## src/rtl/core/bdq_pkg.sv

```systemverilog
// shared constants and codes for the bounded double-ended queue
`default_nettype none
package bdq_pkg;

  localparam int DEPTH      = 64;
  localparam int DATA_WIDTH = 32;
  localparam int ADDR_W     = $clog2(DEPTH);
  localparam int CNT_W      = $clog2(DEPTH + 1);

  localparam int OP_W     = 3;
  localparam int STATUS_W = 2;
  localparam int VALUE_W  = 32;

  localparam logic [OP_W-1:0] OP_PUSH_FRONT = 3'd0;
  localparam logic [OP_W-1:0] OP_PUSH_BACK  = 3'd1;
  localparam logic [OP_W-1:0] OP_POP_FRONT  = 3'd2;
  localparam logic [OP_W-1:0] OP_POP_BACK   = 3'd3;

  localparam logic [STATUS_W-1:0] ST_DONE  = 2'd0;
  localparam logic [STATUS_W-1:0] ST_EMPTY = 2'd1;
  localparam logic [STATUS_W-1:0] ST_FULL  = 2'd2;

  typedef logic [ADDR_W-1:0]     addr_t;
  typedef logic [CNT_W-1:0]      cnt_t;
  typedef logic [DATA_WIDTH-1:0] data_t;

  function automatic addr_t ring_next(addr_t i);
    return (i == ADDR_W'(DEPTH - 1)) ? '0 : i + ADDR_W'(1);
  endfunction

  function automatic addr_t ring_prev(addr_t i);
    return (i == '0) ? ADDR_W'(DEPTH - 1) : i - ADDR_W'(1);
  endfunction

endpackage
`default_nettype wire

```

## src/rtl/core/bdq_ram.sv

```systemverilog
// generic single-write single-read ram with registered read data
`default_nettype none
module bdq_ram #(
  parameter int WIDTH = 32,
  parameter int DEPTH = 64
) (
  input  wire logic                     clk,
  input  wire logic                     we,
  input  wire logic [$clog2(DEPTH)-1:0] waddr,
  input  wire logic [WIDTH-1:0]         wdata,
  input  wire logic                     re,
  input  wire logic [$clog2(DEPTH)-1:0] raddr,
  output logic      [WIDTH-1:0]         rdata
);

  logic [WIDTH-1:0] mem [DEPTH];

  always_ff @(posedge clk) begin
    if (we) begin
      mem[waddr] <= wdata;
    end
    if (re) begin
      rdata <= mem[raddr];
    end
  end

endmodule
`default_nettype wire

```

## src/rtl/core/bounded_double_ended_queue.sv

```systemverilog
// top level of the bounded double-ended queue
`default_nettype none
// A ring of DEPTH words in a one-port-write, one-port-read ram, with the front and back
// words mirrored in registers. Each request names one operation and returns one result
// carrying status, front and back words, count and empty flag. Pushes, queries and
// refused requests go straight to the output register; a pop that leaves the queue
// non-empty holds its result until the new front or back word has been read from
// the ram's registered read port. A new request is taken while the previous result
// waits in the output register, as long as that result is taken in the same cycle.
module bounded_double_ended_queue (
  input  wire logic                           clk,
  input  wire logic                           rst_n,
  input  wire logic                           in_valid,
  output logic                                in_ready,
  input  wire logic [bdq_pkg::OP_W-1:0]       in_op,
  input  wire logic [bdq_pkg::VALUE_W-1:0]    in_value,
  output logic                                out_valid,
  input  wire logic                           out_ready,
  output logic      [bdq_pkg::STATUS_W-1:0]   out_status,
  output logic      [bdq_pkg::VALUE_W-1:0]    out_front_value,
  output logic      [bdq_pkg::VALUE_W-1:0]    out_back_value,
  output logic      [bdq_pkg::CNT_W-1:0]      out_count,
  output logic                                out_is_empty
);
  import bdq_pkg::*;

  addr_t                head_r, head_nxt;
  addr_t                tail_r, tail_nxt;
  cnt_t                 count_r, count_nxt;
  data_t                front_r, front_nxt;
  data_t                back_r, back_nxt;
  logic                 pend_r, pend_nxt;
  logic                 pend_front_r, pend_front_nxt;
  logic                 out_valid_r, out_valid_nxt;
  logic [STATUS_W-1:0]  status_r, status_nxt;

  logic  acc, full, empty;
  logic  we, re;
  addr_t waddr, raddr;
  data_t wval, rd_data;

  bdq_ram #(.WIDTH(DATA_WIDTH), .DEPTH(DEPTH)) u_ram (
    .clk   (clk),
    .we    (we),
    .waddr (waddr),
    .wdata (wval),
    .re    (re),
    .raddr (raddr),
    .rdata (rd_data)
  );

  assign in_ready = !pend_r && (!out_valid_r || out_ready);
  assign acc      = in_valid && in_ready;
  assign full     = (count_r == CNT_W'(DEPTH));
  assign empty    = (count_r == '0);
  assign wval     = DATA_WIDTH'(in_value);

  always_comb begin
    head_nxt       = head_r;
    tail_nxt       = tail_r;
    count_nxt      = count_r;
    front_nxt      = front_r;
    back_nxt       = back_r;
    pend_nxt       = pend_r;
    pend_front_nxt = pend_front_r;
    out_valid_nxt  = out_valid_r;
    status_nxt     = status_r;
    we             = 1'b0;
    re             = 1'b0;
    waddr          = ring_prev(head_r);
    raddr          = ring_next(head_r);
    if (acc) begin
      out_valid_nxt = 1'b1;
      status_nxt    = ST_DONE;
      unique case (in_op)
        OP_PUSH_FRONT: begin
          if (full) begin
            status_nxt = ST_FULL;
          end else begin
            we        = 1'b1;
            waddr     = ring_prev(head_r);
            head_nxt  = ring_prev(head_r);
            count_nxt = count_r + CNT_W'(1);
            front_nxt = wval;
            if (empty) begin
              back_nxt = wval;
            end
          end
        end
        OP_PUSH_BACK: begin
          if (full) begin
            status_nxt = ST_FULL;
          end else begin
            we        = 1'b1;
            waddr     = ring_next(tail_r);
            tail_nxt  = ring_next(tail_r);
            count_nxt = count_r + CNT_W'(1);
            back_nxt  = wval;
            if (empty) begin
              front_nxt = wval;
            end
          end
        end
        OP_POP_FRONT: begin
          if (empty) begin
            status_nxt = ST_EMPTY;
          end else begin
            head_nxt  = ring_next(head_r);
            count_nxt = count_r - CNT_W'(1);
            if (count_r == CNT_W'(1)) begin
              front_nxt = '0;
              back_nxt  = '0;
            end else begin
              re             = 1'b1;
              raddr          = ring_next(head_r);
              pend_nxt       = 1'b1;
              pend_front_nxt = 1'b1;
              out_valid_nxt  = 1'b0;
            end
          end
        end
        OP_POP_BACK: begin
          if (empty) begin
            status_nxt = ST_EMPTY;
          end else begin
            tail_nxt  = ring_prev(tail_r);
            count_nxt = count_r - CNT_W'(1);
            if (count_r == CNT_W'(1)) begin
              front_nxt = '0;
              back_nxt  = '0;
            end else begin
              re             = 1'b1;
              raddr          = ring_prev(tail_r);
              pend_nxt       = 1'b1;
              pend_front_nxt = 1'b0;
              out_valid_nxt  = 1'b0;
            end
          end
        end
        default: begin
        end
      endcase
    end else if (pend_r) begin
      pend_nxt      = 1'b0;
      out_valid_nxt = 1'b1;
      if (pend_front_r) begin
        front_nxt = rd_data;
      end else begin
        back_nxt = rd_data;
      end
    end else if (out_valid_r && out_ready) begin
      out_valid_nxt = 1'b0;
    end
  end

  always_ff @(posedge clk) begin
    if (!rst_n) begin
      head_r      <= '0;
      tail_r      <= ADDR_W'(DEPTH - 1);
      count_r     <= '0;
      front_r     <= '0;
      back_r      <= '0;
      pend_r      <= 1'b0;
      out_valid_r <= 1'b0;
    end else begin
      head_r      <= head_nxt;
      tail_r      <= tail_nxt;
      count_r     <= count_nxt;
      front_r     <= front_nxt;
      back_r      <= back_nxt;
      pend_r      <= pend_nxt;
      out_valid_r <= out_valid_nxt;
    end
  end

  always_ff @(posedge clk) begin
    pend_front_r <= pend_front_nxt;
    status_r     <= status_nxt;
  end

  assign out_valid       = out_valid_r;
  assign out_status      = status_r;
  assign out_front_value = VALUE_W'(front_r);
  assign out_back_value  = VALUE_W'(back_r);
  assign out_count       = count_r;
  assign out_is_empty    = empty;

  a_pend_no_result: assert property (@(posedge clk) disable iff (!rst_n)
    pend_r |-> !out_valid_r && !in_ready)
    else $error("result shown while ram read pending");

  a_pend_one_cycle: assert property (@(posedge clk) disable iff (!rst_n)
    pend_r |=> out_valid_r && !pend_r)
    else $error("pending pop did not complete");

  a_count_bound: assert property (@(posedge clk) disable iff (!rst_n)
    count_r <= CNT_W'(DEPTH))
    else $error("element count beyond depth");

  a_empty_zero: assert property (@(posedge clk) disable iff (!rst_n)
    empty |-> front_r == '0 && back_r == '0)
    else $error("empty queue with nonzero front or back");

endmodule
`default_nettype wire

```

## config.mk

```make
export PLATFORM = sky130hd
export DESIGN_NAME = bounded_double_ended_queue
export DESIGN_NICKNAME = d
export VERILOG_FILES = /design/src/rtl/core/bdq_pkg.sv /design/src/rtl/core/bdq_ram.sv /design/src/rtl/core/bounded_double_ended_queue.sv
export SDC_FILE = /design/constraint.sdc
export NUM_CORES = 2
export LEC_CHECK = 0
export ABC_AREA = 1
export ABC_CLOCK_PERIOD_IN_PS = 12800
export BUFFER_PORTS_ARGS = -buffer_cell sky130_fd_sc_hd__buf_2
export CORE_MARGIN = 3
export CORE_UTILIZATION = 30
export CTS_CLUSTER_SIZE = 10
export DETAILED_ROUTE_END_ITERATION = 10
export GPL_TIMING_DRIVEN = 0
export SETUP_SLACK_MARGIN = 0.15
export SLEW_MARGIN = 25
export SYNTH_ARGS = -nofsm -noshare
export SYNTH_HDL_FRONTEND = slang
export SYNTH_HIERARCHICAL = 1
export SYNTH_SLANG_ARGS = --single-unit
```

## constraint.sdc

```tcl
create_clock -name clk -period 12.8 [get_ports clk]
set_clock_uncertainty 0.2 [all_clocks]
set_input_delay 1.28 -clock clk [delete_from_list [all_inputs] [get_ports clk]]
set_output_delay 1.28 -clock clk [all_outputs]
set_load 0.03 [all_outputs]
```

==> run metrics <==
setup tns final=0 ns; Core Rows=198; NumNets Final=8179; maxcap violations=0; Cell Pwr Density=150 nW/um^2; Primary FF master, synth=edfxtp_1; outcome=complete, no violations; Placer Congestion=0.938; Reg-to-Reg Start=out_count[0]$_SDFFE_PN0P_; Final ANT Viol Nets=0; EDFF count, synth=2083; Detailed Routing Iterations Pass 1=6; Comb pwr share=0.120; TritonCTS clock tree=built; adder-cell share of the synthesized area=0.00127; core area=292000 um^2; CP peak stage delay=0.91 ns; endpoint type of the worst setup path=flop; hold_buf cts=0; average cell area after synthesis=11.6 um^2; Yosys reg bits=2168; Clk Latency, worst-skew pair=0.89 ns; Worst VDD drop=0.152 mV; worst reg-to-reg setup slack=6.49 ns; initial drt markers=10500; hold_ws=0.277 ns; Place WS=6.20 ns; cts repair resizes=0; Post-Synth XOR/XNOR Area=0.000892; Ports=115; RSZ-0062 raised after global routing=no; Die H=549 um; Worst EP required=13.17 ns; final setup vio count=0; largest family of logic cells by synthesized area=simple AND/OR/NAND/NOR gates; initial antenna violation count=27; share of the yosys chip area belonging to registers=0.727; synth top area cells=edfxtp_1 71%, nand3_1 11%, nand2_1 10%; CP max-delay cell=buf_1; worst r2r path cells=19; first-pass GRT wire length=463000 um; synth unique cells=33; utilization after layout=0.359; Critical Path Start Type=flop; commonest non-fill, non-tap cell in the layout=nand2_1; H-tree depth=4; WS Path Type=reg2reg; Root Driver=clkbuf_16; Synth async-reset ratio=0; crit path to=u_ram/rdata[9]$_DFFE_PP_; reg-to-reg endpoint=u_ram/rdata[9]$_DFFE_PP_; critical path's most frequent cell=nand3_1; post-route insts no fill=12100; vias in the first global route=59400; Ys Warns=6; Yosys top cell area share=0.708; DR WL/cell=28.0 um; crit path time final=6.31 ns; post-synth top area cell=edfxtp_1; mapped cell area=88300 um^2; via count=65800; Syn Inst Count=7607; maximum clock rate=159 MHz; most frequent cells in the layout=2460 x nand2_1, 2083 x edfxtp_1, 2007 x nand3_1; Synth Area in Simple Gates=0.232; final hold viol count=0; worst-path cell chain=inv_1 > ha_1 > nand2_4 > inv_2 > nand2_2 > nand3_1 > nor2_1 > nand2_1 > o21ai_0 > buf_4 > buf_2 > buf_1 > nand3_1 > nand3_1 > nand3_1 > nand3_1 > nand2_1 > nand2_1 > nand2_1; Post-DP Area=98300 um^2; CP max FO=10; WP data arrival=6.67 ns; internal power=11.6 mW; Initial Util=0.302; Worst-Margin Slew=1.21 ns; post-synthesis compound-gate area fraction=0.00664; Routed WL=338000 um; Post-CTS Setup Bufs=0; CTS Buf Count=237; sequential power share=0.499; Area Overhead vs Synth=18.6%; Placed Instances=11800; Hold WC Path Type=reg2reg; Synth Net Count=7655; Tot GR Track Use=0.217; Tcrit/Tclk final=0.493; Leak=36.9 nW; clock power share=0.381; Chip Width=549 um; IO Port Bufs=113; design area=105000 um^2; final slew viol count=0; Clock Sinks=2168; Worst-path clk slew=0.06 ns; Sw Share=0.263; Avg Vias per Cell=5.44; Worst Setup SP=out_count[0]$_SDFFE_PN0P_; pin count of the biggest net entering global routing=66; Power Total=15.7 mW; DP HPWL=244000 um; total gr overflow=0; Final Worst Setup Slack=6.49 ns; proportion of layout cells with a drive suffix above 1=0.121; mux contribution to synthesized area=0; DIE AREA=301000 um^2; DR DRC count=0; max_slew headroom=0.193; maximum clock path buffer count=3; Net Switching=4.13 mW
sequential cells by signal, summed over array words and instances, names as in the netlist:
register         flops
pend_front_r         1
u_ram/mem         2048
head_r               6
out_valid            1
out_front_value     32
pend_r               1
out_status           2
u_ram/rdata         32
out_count            7
tail_r               6
out_back_value      32
kinds of logic after synthesis:
| kind of cell | count (synthesis) |
|---|---|
| AOI/OAI and AO/OA | 116 |
| xor gates and xnor gates | 9 |
| DFF | 2168 |
| buffers and inverters | 562 |
| and+or+nand+nor | 4743 |
| adders and majority gates | 9 |
power by group through the flow:
stage / Clock (mW) / Combinational, mW / Sequential, mW
global placement: 0 / 1.75 / 8.00
detailed placement: 0 / 1.82 / 7.99
CTS: 6.04 / 1.82 / 7.84
finish: 5.99 / 1.89 / 7.85
global route: 6.31 / 1.96 / 7.84
floorplan: 0 / 0.871 / 8.03
worst min path at each step:
stage	startpoint	end	slack, ns	depth (start not counted)
2_1_floorplan	tail_r[4]$_SDFFE_PN1P_	tail_r[4]$_SDFFE_PN1P_	0.30	2
3_3_place_gp	out_back_value[29]$_SDFFE_PN0P_	out_back_value[29]$_SDFFE_PN0P_	0.26	2
3_5_place_dp	out_back_value[18]$_SDFFE_PN0P_	out_back_value[18]$_SDFFE_PN0P_	0.26	2
4_1_cts	out_back_value[18]$_SDFFE_PN0P_	out_back_value[18]$_SDFFE_PN0P_	0.28	2
5_1_grt	out_back_value[18]$_SDFFE_PN0P_	out_back_value[18]$_SDFFE_PN0P_	0.30	2
6_report	out_back_value[18]$_SDFFE_PN0P_	out_back_value[18]$_SDFFE_PN0P_	0.28	2
cell usage after synthesis (15+ instances only):
| library cell | number |
|---|---|
| nor2_1 | 233 |
| dfxtp_1 | 85 |
| buf_1 | 57 |
| a21oi_1 | 77 |
| inv_1 | 59 |
| nand2_1 | 2460 |
| clkbuf_1 | 95 |
| o21ai_0 | 33 |
| buf_6 | 28 |
| nand3_1 | 2009 |
| buf_4 | 43 |
| buf_2 | 270 |
| edfxtp_1 | 2083 |
| nor3_1 | 15 |
per-layer routing:
metal / vias to the layer above / wire, um / global-route usage / part of all wire
met2: 4680 / 147000 / 0.327 / 0.43
met1: 32600 / 130000 / 0.298 / 0.38
li1: 27800 / - / - / -
met5: - / 133 / 0 / 0.00039
met4: 20 / 14400 / 0.0810 / 0.043
met3: 692 / 46600 / 0.0602 / 0.14
area by class of cell:
cell class	count	area, um^2
antenna	15	37.5
sequential	2168	64300
buffer	494	2590
clock inverter	19	329
clock buffer	264	6110
fill	27900	187000
multi-input combinational	4877	21700
tap	3900	4880
timing repair buffer	285	4580
inverter	68	258
worst max-delay path: cells and delay by family (launching register included):
| kind | cells | cell delay, ns |
|---|---|---|
| and+or+nand+nor | 12 | 2.28 |
| buffers and inverters | 5 | 1.98 |
| AOI/OAI and AO/OA | 1 | 0.83 |
| DFF | 1 | 0.41 |
| adders and majority gates | 1 | 0.28 |
Note: power is estimated with default switching activity, not from simulation.
